`src/hdl/tdmc_pkg.sv`:
```
package tdmc_pkg;

	localparam int VA_W   = 32;
	localparam int PN_W   = 24;
	localparam int TAG_W  = 19;
	localparam int LINE_W = 11;
	localparam int CFG_AW = 3;
	localparam int CFG_DW = 5;

	localparam logic [1:0] MODE_TLB   = 2'd0;
	localparam logic [1:0] MODE_CACHE = 2'd1;
	localparam logic [1:0] MODE_BOTH  = 2'd2;

	localparam logic [CFG_AW-1:0] REG_MODE      = 3'd0;
	localparam logic [CFG_AW-1:0] REG_TLB_USED  = 3'd1;
	localparam logic [CFG_AW-1:0] REG_PAGE_BITS = 3'd2;
	localparam logic [CFG_AW-1:0] REG_LINE_OFF  = 3'd3;
	localparam logic [CFG_AW-1:0] REG_LINE_IDX  = 3'd4;

	localparam logic [3:0] PAGE_BITS_SMALL = 4'd8;
	localparam logic [2:0] LINE_OFF_MAX    = 3'd6;
	localparam logic [3:0] LINE_IDX_MIN    = 4'd8;
	localparam logic [3:0] LINE_IDX_MAX    = 4'd11;
	localparam logic [4:0] TAG_SHIFT_MIN   = 5'd13;

	localparam logic [PN_W-1:0] WALK_MASK_SMALL = 24'hFFF0FF;
	localparam logic [PN_W-1:0] WALK_MASK_LARGE = 24'h0FFF0F;

	typedef struct packed {
		logic [1:0] mode;
		logic [4:0] tlb_used;
		logic [3:0] page_bits;
		logic [2:0] line_off;
		logic [3:0] line_idx;
	} cfg_t;

	typedef struct packed {
		logic accept;
		logic look;
		logic check;
		logic clear;
		logic out_load;
		logic out_from_wait;
	} cmd_t;

	typedef struct packed {
		logic clear_last;
	} stat_t;

endpackage

```
`src/hdl/tdmc_ctrl.sv`:
```
module tdmc_ctrl import tdmc_pkg::*; (
	input  logic  clk,
	input  logic  arst_n,
	input  logic  in_valid,
	output logic  in_ready,
	output logic  out_valid,
	input  logic  out_ready,
	input  stat_t stat,
	output cmd_t  cmd
);

	localparam logic [2:0] ST_CLEAR = 3'd0;
	localparam logic [2:0] ST_IDLE  = 3'd1;
	localparam logic [2:0] ST_LOOK  = 3'd2;
	localparam logic [2:0] ST_CHECK = 3'd3;
	localparam logic [2:0] ST_WAIT  = 3'd4;

	logic [2:0] state_q;
	logic [2:0] state_d;
	logic       out_valid_q;
	logic       out_free;
	logic       accept;

	assign out_free  = !out_valid_q || out_ready;
	assign in_ready  = (state_q == ST_IDLE) || ((state_q == ST_CHECK) && out_free);
	assign accept    = in_valid && in_ready;
	assign out_valid = out_valid_q;

	always_comb begin
		cmd.accept        = accept;
		cmd.look          = (state_q == ST_LOOK);
		cmd.check         = (state_q == ST_CHECK);
		cmd.clear         = (state_q == ST_CLEAR);
		cmd.out_load      = ((state_q == ST_CHECK) || (state_q == ST_WAIT)) && out_free;
		cmd.out_from_wait = (state_q == ST_WAIT);
	end

	always_comb begin
		state_d = state_q;
		unique case (state_q)
			ST_CLEAR: begin
				if (stat.clear_last) state_d = ST_IDLE;
			end
			ST_IDLE: begin
				if (accept) state_d = ST_LOOK;
			end
			ST_LOOK: begin
				state_d = ST_CHECK;
			end
			ST_CHECK: begin
				if (!out_free) state_d = ST_WAIT;
				else if (accept) state_d = ST_LOOK;
				else state_d = ST_IDLE;
			end
			ST_WAIT: begin
				if (out_free) state_d = ST_IDLE;
			end
			default: begin
				state_d = ST_CLEAR;
			end
		endcase
	end

	always_ff @(posedge clk or negedge arst_n) begin
		if (!arst_n) begin
			state_q     <= ST_CLEAR;
			out_valid_q <= 1'b0;
		end else begin
			state_q <= state_d;
			if (cmd.out_load) out_valid_q <= 1'b1;
			else if (out_ready) out_valid_q <= 1'b0;
		end
	end

endmodule

```
`config.mk`:
```
export PLATFORM = sky130hd
export DESIGN_NAME = tdmc_ctrl
export DESIGN_NICKNAME = d
export VERILOG_FILES = /design/src/hdl/tdmc_pkg.sv /design/src/hdl/tdmc_ctrl.sv
export SDC_FILE = /design/constraint.sdc
export NUM_CORES = 1
export LEC_CHECK = 0
export BUFFER_PORTS_ARGS = -buffer_cell sky130_fd_sc_hd__buf_2
export CORE_AREA = 2 2 39 41
export CTS_CLUSTER_DIAMETER = 120
export DETAILED_ROUTE_END_ITERATION = 7
export DIE_AREA = 0 0 41 43
export GPL_TIMING_DRIVEN = 0
export MAX_ROUTING_LAYER = met4
export SYNTH_ARGS = -nofsm -noshare
export SYNTH_HDL_FRONTEND = slang
export SYNTH_SLANG_ARGS = --single-unit
```
`constraint.sdc`:
```
create_clock -name clk -period 1.2 [get_ports clk]
set_clock_uncertainty 0.05 [all_clocks]
set_input_delay 0.06 -clock clk [delete_from_list [all_inputs] [get_ports clk]]
set_output_delay 0.06 -clock clk [all_outputs]
set_load 0.03 [all_outputs]
```
==> results of run 1 <==
## layer usage
metal  global-route usage  vias up  share of wire
li1                     -      147              -
met1               0.1238      141           0.39
met2               0.1406       12           0.51
met3              0.06283        4          0.062
met4               0.1133        0          0.034
met5                    -        -              0
## worst reg2reg max path, stage by stage (launching register included)
cell     delay, ps
dfrtp_2        440
and3b_2        250
nor2_4         130
buf_4          120
buf_4          100
nand2_1         50
## cell type report
class	instances	area [um2]
Clock buffer	3	22.52
Sequential cell	4	103.9
Tap cell	16	20.02
Timing Repair Buffer	25	207.7
Fill cell	143	844.6
Multi-Input combinational cell	22	185.2
## report_power, final
part	switching, mW	leakage (nW)	internal [mW]	total (mW)
logic	0.597	0.193	0.596	1.19
clock network	0.0653	0.0138	0.113	0.178
registers	0.0913	0.0455	0.204	0.295
total	0.754	0.252	0.913	1.67
## path summary, 6_finish.rpt
kind	start	end	slack, ps
min in group asynchronous	arst_n	state_q[0]	100
worst min register to register	state_q[2]	state_q[1]	540
worst max-delay path	state_q[0]	cmd[1]	-150
worst min-delay path	stat	state_q[0]	40
worst max register to register	state_q[0]	out_valid	-60
max in group asynchronous	arst_n	state_q[1]	870
## synth_stat cells
library cell,number
nor2_1,3
o21ai_0,1
and2_1,1
and3b_1,1
nor3_1,1
a21oi_1,1
nor2_2,3
o211ai_1,1
nand3b_1,1
a211oi_1,1
dfrtp_1,4
buf_4,1
nand2b_1,3
nand2_1,3
nor2b_1,1
nor3b_2,1
## sequential cells by signal (all words and copies together), names as in the netlist
| signal | flops |
|---|---|
| out_valid | 1 |
| state_q | 3 |
## through the flow
stage               utilization  setup TNS [ps]  hold WS, ps
floorplan                     -          -181.6       -285.6
CTS                      0.3481          -534.3        32.51
global placement         0.2459          -34.73       -184.1
finish                   0.3897          -772.3        38.58
global route             0.3897           -1233        63.04
detailed placement       0.2459          -39.60       -180.3
## logic make-up (layout without fill, tap and decap cells)
family                 Yosys count  after routing  synth area share
AOI/OAI and AO/OA                4              4            0.1047
buffers and inverters            1             28           0.03143
DFF                              4              4            0.4189
and+or+nand+nor                 18             18            0.4451
## what timing repair did
item,4_1_cts,5_1_grt
endpoints found under the setup margin,7,8
hold buffers,1,0
gates resized for setup,16,12
pin swaps,8,2
setup buffers,9,4
hold endpoints to repair,4,0
==> impl_metrics.env, run 1 <==
export IMPL_setup_violations=10
export IMPL_num_io_pins=13
export IMPL_yosys_warnings=0
export IMPL_final_common_cell="buf_4"
export IMPL_relSlewSlack=0.8611
export IMPL_rsz0062_at_grt="true"
export IMPL_seq_area_frac_synth=0.4188
export IMPL_drive_gt1_frac=0.7963
export IMPL_hp_class="in2reg"
export IMPL_dpl_cell_area_um2=340.3
export IMPL_max_cap_violations=0
export IMPL_peakVddDrop_v=0.001143
export IMPL_crit_arrival_ps=1240
export IMPL_die_area_mm2=0.001763
export IMPL_via_count=304
export IMPL_worstPathCellList="and3b_2 -> nor2_4 -> nor2_4 -> buf_6"
export IMPL_cts_buffers_inserted=3
export IMPL_worstSkewPairLatency_ps=240
export IMPL_hold_viol=0
export IMPL_yosys_top_cells_area="dfrtp_1 (42%), nand2b_1 (7.9%), nor2_2 (7.9%)"
export IMPL_cp_required_ps=1090
export IMPL_drc=0
export IMPL_fmax_mhz=742.9
export IMPL_finalCritPeriodShare=1.122
export IMPL_grt_first_pass_wirelength_um=1221
export IMPL_layout_min_cycle_time_ps=1346
export IMPL_final_antenna_net_count=0
export IMPL_wirelength_um=788
export IMPL_outcome="finished with violations"
export IMPL_path_class="reg2out"
export IMPL_mostFrequentLayoutCells="buf_4 (11), buf_6 (8), buf_2 (5)"
export IMPL_totalPowerFinal_mw=1.666
export IMPL_slowest_stage="dfrtp_2"
export IMPL_grt_antenna_before_repair=0
export IMPL_diodes=0
export IMPL_place_ws_ps=-39.60
export IMPL_cp_common_cell="nor2_4"
export IMPL_fp_row_count=14
export IMPL_ys_seq_elements=4
export IMPL_die_x_um=41
export IMPL_grt_usage=0.1157
export IMPL_critPathCaptureType="output pin"
export IMPL_slew_viol_final=0
export IMPL_layout_setup_ws_ps=-146.1
export IMPL_gp_congestion=0.7061
export IMPL_yosys_area_top_type="dfrtp_1"
export IMPL_min_path_cells=3
export IMPL_start_util=0.1727
export IMPL_drt_pre_antenna_iters=3
export IMPL_synthCells=27
export IMPL_violations="setup timing"
export IMPL_leakage_nw=0.2520
export IMPL_fin_nets=61
export IMPL_cts_root_buffer="clkbuf_4"
export IMPL_tightestPinTransition_ps=208.1
export IMPL_final_cells=70
export IMPL_clock_sinks=4
export IMPL_start_kind="register"
export IMPL_stdcell_area_um2=539.3
export IMPL_drtIter0Drc=4
export IMPL_synthesis_area_um2=239.0
export IMPL_post_synth_cell_area_avg_um2=8.851
export IMPL_critical_path_top_delay_family="flip-flops"
export IMPL_crit_buf_inv=1
export IMPL_htreeDepth=1
export IMPL_synth_top_area_share=0.4188
export IMPL_grt_start_max_net_pins=7
export IMPL_dieHeight_um=43
export IMPL_dp_cells=55
export IMPL_avgViaCountPerCell=4.343
export IMPL_hpwlAfterDp_um=447.8
export IMPL_synthDistinctLibCells=16
export IMPL_grt_pass1_vias=314
export IMPL_syn_num_nets=32
export IMPL_max_stage_delay_ps=440
export IMPL_cts_tree="done"
export IMPL_io_buffers=12
export IMPL_reg2reg_depth=5
export IMPL_clk_pin_slew_ps=40
export IMPL_path_depth=4
export IMPL_p_per_area_mw_per_mm2=3090
export IMPL_grt_ovfl_total=0
export IMPL_coreArea_mm2=0.001384
export IMPL_cts_buffer_depth=2
export IMPL_path_max_fanout=5
export IMPL_wl_per_cell_um=11.26
export IMPL_area_growth_pct=125.7
(Power assumes the default switching activity.)
==> inputs of run 2 (changes only) <==
==> constraint.sdc (replaced) <==
create_clock -name clk -period 1.44 [get_ports clk]
set_clock_uncertainty 0.05 [all_clocks]
set_input_delay 0.072 -clock clk [delete_from_list [all_inputs] [get_ports clk]]
set_output_delay 0.072 -clock clk [all_outputs]
set_load 0.03 [all_outputs]
==> run 2 against run 1 <==
  * Combinational power is 47% lower
  * Register-to-register slack better by 260 ps
  * Cell count is 10% lower
  * Die area stayed put
  * The run now ends clean
  * Non-clock buffer count is 7 lower
  * Total power is 38% lower
  * Worst setup slack better by 190 ps
  * Via count is 14% lower
==> impl_metrics.env, run 2 (synthesized netlist as in run 1, its figures left out) <==
export IMPL_outcome="complete, no violations"
export IMPL_fin_nets=54
export IMPL_finalCritPeriodShare=0.9667
export IMPL_worstSkewPairLatency_ps=240
export IMPL_worstPathCellList="nor3b_4 -> nor2_4 -> nor2_2 -> buf_6"
export IMPL_slew_viol_final=0
export IMPL_final_cells=63
export IMPL_clock_sinks=4
export IMPL_htreeDepth=1
export IMPL_slowest_stage="dfrtp_2"
export IMPL_grt_ovfl_total=0
export IMPL_fmax_mhz=718.3
export IMPL_final_common_cell="buf_2"
export IMPL_drtIter0Drc=11
export IMPL_max_stage_delay_ps=440
export IMPL_crit_arrival_ps=1270
export IMPL_drive_gt1_frac=0.5745
export IMPL_gp_congestion=0.7085
export IMPL_post_route_util=0.2929
export IMPL_rrSetupSlack_ps=200
export IMPL_path_max_fanout=7
export IMPL_top_register="state_q"
export IMPL_grt_usage=0.08066
export IMPL_dpl_cell_area_um2=325.3
export IMPL_max_cap_violations=0
export IMPL_layout_min_cycle_time_ps=1392
export IMPL_stdcell_area_um2=405.4
export IMPL_diodes=0
export IMPL_leakage_nw=0.2018
export IMPL_clk_pin_slew_ps=40
export IMPL_hpwlAfterDp_um=407.2
export IMPL_fp_row_count=14
export IMPL_cts_buffer_depth=2
export IMPL_avgViaCountPerCell=4.159
export IMPL_die_area_mm2=0.001763
export IMPL_p_per_area_mw_per_mm2=2532
export IMPL_io_buffers=12
export IMPL_drt_pre_antenna_iters=4
export IMPL_drc=0
export IMPL_grt_first_pass_wirelength_um=890
export IMPL_rsz0062_at_grt="true"
export IMPL_dieHeight_um=43
export IMPL_via_count=262
export IMPL_grt_pass1_vias=222
export IMPL_die_x_um=41
export IMPL_layout_setup_ws_ps=47.91
export IMPL_setup_violations=0
export IMPL_start_kind="register"
export IMPL_tightestPinTransition_ps=231.9
export IMPL_grt_antenna_before_repair=0
export IMPL_critPathCaptureType="output pin"
export IMPL_start_util=0.1727
export IMPL_final_antenna_net_count=0
export IMPL_num_io_pins=13
export IMPL_cts_tree="done"
export IMPL_peakVddDrop_v=0.001152
export IMPL_grt_start_max_net_pins=9
export IMPL_dp_cells=55
export IMPL_wl_per_cell_um=9.286
export IMPL_relSlewSlack=0.8452
export IMPL_cts_root_buffer="clkbuf_4"
export IMPL_wirelength_um=585
export IMPL_place_ws_ps=221.4
export IMPL_mostFrequentLayoutCells="buf_2 (10), buf_4 (5), clkbuf_4 (4)"
export IMPL_largest_register_ffs=3
export IMPL_coreArea_mm2=0.001384
export IMPL_hp_class="in2reg"
export IMPL_cp_required_ps=1320
export IMPL_area_growth_pct=69.63
export IMPL_tns_ps=0
export IMPL_path_class="reg2out"
export IMPL_cts_buffers_inserted=3
export IMPL_hold_viol=0
run 2: cell count changes in the layout (fill, tap and decap cells not counted), sizes merged:
cell | previous run | this run
clkbuf | 3 | 4
buf | 24 | 16
run 2: layout make-up:
type / count / area [um2]
plain buffers: 1 / 7.507
repair buffers: 17 / 108.9
clock buffers: 3 / 22.52
well taps: 16 / 20.02
multi-input cells: 22 / 143.9
flip-flops and latches: 4 / 102.6
fillers: 160 / 978.4
run 2: final timing paths:
path	from	to	cells after the start
max	state_q[0]	cmd[1]	4
min	stat	state_q[0]	3
max reg2reg	state_q[0]	state_q[0]	5
min reg2reg	state_q[2]	state_q[1]	1
max in group asynchronous	arst_n	state_q[0]	2
min in group asynchronous	arst_n	state_q[1]	2
run 2: what timing repair did:
item / CTS / global route
cloned: 0 / 0
hold buffers: 1 / 0
buffers inserted: 1 / 3
pin swaps: 1 / 2
endpoints found under the setup margin: 1 / 2
endpoints found under the hold margin: 4 / 0
gates resized for setup: 2 / 6
run 2: critical path, delay by kind of cell, from the launching register on:
family / cells / cell delay, ps
buf+inv: 1 / 140
simple gates: 3 / 460
flops: 1 / 440
run 2: per-stage QoR:
step,total power [mW],hold slack [ps]
final,1.026,47.11
after global routing,1.114,64.89
after CTS,0.9607,44.41
after detailed placement,0.7940,-170.6
after global placement,0.7929,-172.1
after floorplan,0.6494,-273.6
run 2: power by group:
group	internal, mW	switching [mW]	total (mW)
Sequential	0.169	0.0840	0.253
Clock	0.0932	0.0459	0.139
Combinational	0.250	0.384	0.634
Total	0.512	0.514	1.03
run 2: per-layer routing:
metal,GRT usage,part of all wire
met4,0.04000,0
met1,0.1078,0.44
met5,-,0
met2,0.08438,0.45
met3,0.06283,0.11
==> inputs of run 3 (changes only) <==
--- a/config.mk
+++ b/config.mk
@@ -5,11 +5,11 @@
 export SDC_FILE = /design/constraint.sdc
 export NUM_CORES = 1
 export LEC_CHECK = 0
-export BUFFER_PORTS_ARGS = -buffer_cell sky130_fd_sc_hd__buf_2
 export CORE_AREA = 2 2 39 41
 export CTS_CLUSTER_DIAMETER = 120
 export DETAILED_ROUTE_END_ITERATION = 7
 export DIE_AREA = 0 0 41 43
+export DONT_BUFFER_PORTS = 1
 export GPL_TIMING_DRIVEN = 0
 export MAX_ROUTING_LAYER = met4
 export SYNTH_ARGS = -nofsm -noshare
==> run 3 against run 2 <==
  * Worst hold slack worse by 39 ps
  * Die area stayed put
  * Sequential power is 2% higher
  * Worst setup slack worse by 180 ps
  * Cell count is 16% lower
  * The run now ends with setup timing left
  * Cell area is 5.6% lower
  * Sequential share of layout area is 1.5 points higher
  * Largest cell class unchanged
==> impl_metrics.env, run 3 (synthesized netlist as in run 1, its figures left out) <==
export IMPL_outcome="finished with violations"
export IMPL_violations="setup timing"
export IMPL_path_class="reg2out"
export IMPL_fmax_mhz=637.5
export IMPL_slew_viol_final=0
export IMPL_reg2reg_depth=4
export IMPL_leakage_nw=0.1591
export IMPL_hp_class="in2reg"
export IMPL_die_x_um=41
export IMPL_reg2reg_from="state_q[1]"
export IMPL_final_antenna_net_count=0
export IMPL_layout_setup_ws_ps=-128.6
export IMPL_gp_congestion=0.7378
export IMPL_via_count=228
export IMPL_fp_row_count=14
export IMPL_largest_register_ffs=3
export IMPL_grt_first_pass_wirelength_um=1076
export IMPL_die_area_mm2=0.001763
export IMPL_cp_required_ps=1320
export IMPL_final_cells=53
export IMPL_layout_min_cycle_time_ps=1569
export IMPL_drt_pre_antenna_iters=1
export IMPL_worstSkewPairLatency_ps=230
export IMPL_drc=0
export IMPL_cts_root_buffer="clkbuf_4"
export IMPL_totalPowerFinal_mw=1.014
export IMPL_cp_common_cell="nor2_4"
export IMPL_endpoint="cmd[1]"
export IMPL_cts_tree="done"
export IMPL_top_register="state_q"
export IMPL_hold_viol=0
export IMPL_rrSetupSlack_ps=130
export IMPL_cts_buffer_depth=2
export IMPL_drtIter0Drc=0
export IMPL_seqPwrFrac=0.255
export IMPL_final_common_cell="buf_4"
export IMPL_grt_start_max_net_pins=7
export IMPL_relSlewSlack=0.3845
export IMPL_slowest_stage="nor3b_4"
export IMPL_path_max_fanout=4
export IMPL_fin_nets=44
export IMPL_num_io_pins=13
export IMPL_mostFrequentLayoutCells="buf_4 (5), nor2_1 (3), nand2_1 (3), clkbuf_4 (3), dlygate4sd3_1 (3)"
export IMPL_p_comb_frac=0.611
export IMPL_wl_per_cell_um=11.30
export IMPL_drive_gt1_frac=0.4865
export IMPL_clk_pin_slew_ps=40
export IMPL_switching_share=0.5267
export IMPL_stdcell_area_um2=382.9
export IMPL_start_kind="register"
export IMPL_post_route_util=0.2767
export IMPL_clock_sinks=4
export IMPL_critPathCaptureType="output pin"
export IMPL_crit_start="state_q[0]"
export IMPL_grt_usage=0.09598
export IMPL_avgViaCountPerCell=4.302
export IMPL_setup_violations=2
export IMPL_grt_pass1_vias=243
export IMPL_p_per_area_mw_per_mm2=2650
export IMPL_start_util=0.1727
export IMPL_p_clk_frac=0.134
export IMPL_crit_arrival_ps=1450
export IMPL_grt_ovfl_total=0
export IMPL_coreArea_mm2=0.001384
export IMPL_dp_cells=43
export IMPL_worstPathCellList="nor3b_4 -> nor2_4 -> nor2_4"
export IMPL_tightestPinTransition_ps=916.1
export IMPL_area_growth_pct=60.21
export IMPL_rr_endpoint="out_valid"
export IMPL_io_buffers=0
export IMPL_dieHeight_um=43
export IMPL_cts_buffers_inserted=3
export IMPL_place_ws_ps=-33.00
export IMPL_grt_antenna_before_repair=0
export IMPL_max_cap_violations=0
export IMPL_peakVddDrop_v=0.0009316
export IMPL_rsz0062_at_grt="true"
export IMPL_max_stage_delay_ps=490
export IMPL_finalCritPeriodShare=1.089
export IMPL_dpl_cell_area_um2=265.3
export IMPL_hold_slack_ps=8.284
export IMPL_internal_power_mw=0.4801
export IMPL_diodes=0
export IMPL_p_switching_mw=0.5343
export IMPL_wirelength_um=599
export IMPL_htreeDepth=1
export IMPL_tns_ps=-221.7
-- run 3: repair_timing --
item,CTS,global route
gates cloned,0,0
hold buffers,3,0
gates resized for setup,8,2
setup buffers,4,0
setup endpoints to repair,3,3
hold endpoints to repair,6,0
pin swaps,2,2
-- run 3: critical path: cells and delay by family, from the launching register on --
| family | cells | cell delay [ps] |
|---|---|---|
| flops | 1 | 430 |
| simple gates | 3 | 780 |
-- run 3: worst min-delay path by stage --
| stage | cells after the start | slack [ps] | end | start |
|---|---|---|---|---|
| finish | 2 | 8 | state_q[0] | in_valid |
| global route | 2 | 20 | state_q[2] | out_ready |
| CTS | 2 | 9 | state_q[2] | out_ready |
| detailed placement | 0 | -270 | state_q[0] | arst_n |
| global placement | 0 | -270 | state_q[2] | arst_n |
| floorplan | 0 | -270 | out_valid | arst_n |
-- run 3: final cells by class --
type / count / area (um2)
plain buffers: 1 / 7.507
clock buffers: 3 / 22.52
fillers: 155 / 1001
multi-input cells: 22 / 170.2
flip-flops and latches: 4 / 102.6
well taps: 16 / 20.02
repair buffers: 7 / 60.06
-- run 3: routing by layer --
metal  global-route usage  vias up  wire [um]
li1                     -      114          -
met1               0.1039      105        231
met2               0.1250        9        277
met3              0.07853        0         90
met4              0.04000        0          0
met5                    -        -          0
-- run 3: power by group through the flow --
stage / sequential (mW) / clock [mW] / combinational, mW
3_3_place_gp: 0.279 / 0 / 0.423
4_1_cts: 0.259 / 0.145 / 0.609
5_1_grt: 0.266 / 0.157 / 0.674
3_5_place_dp: 0.285 / 0 / 0.427
6_report: 0.259 / 0.136 / 0.620
2_1_floorplan: 0.262 / 0 / 0.387
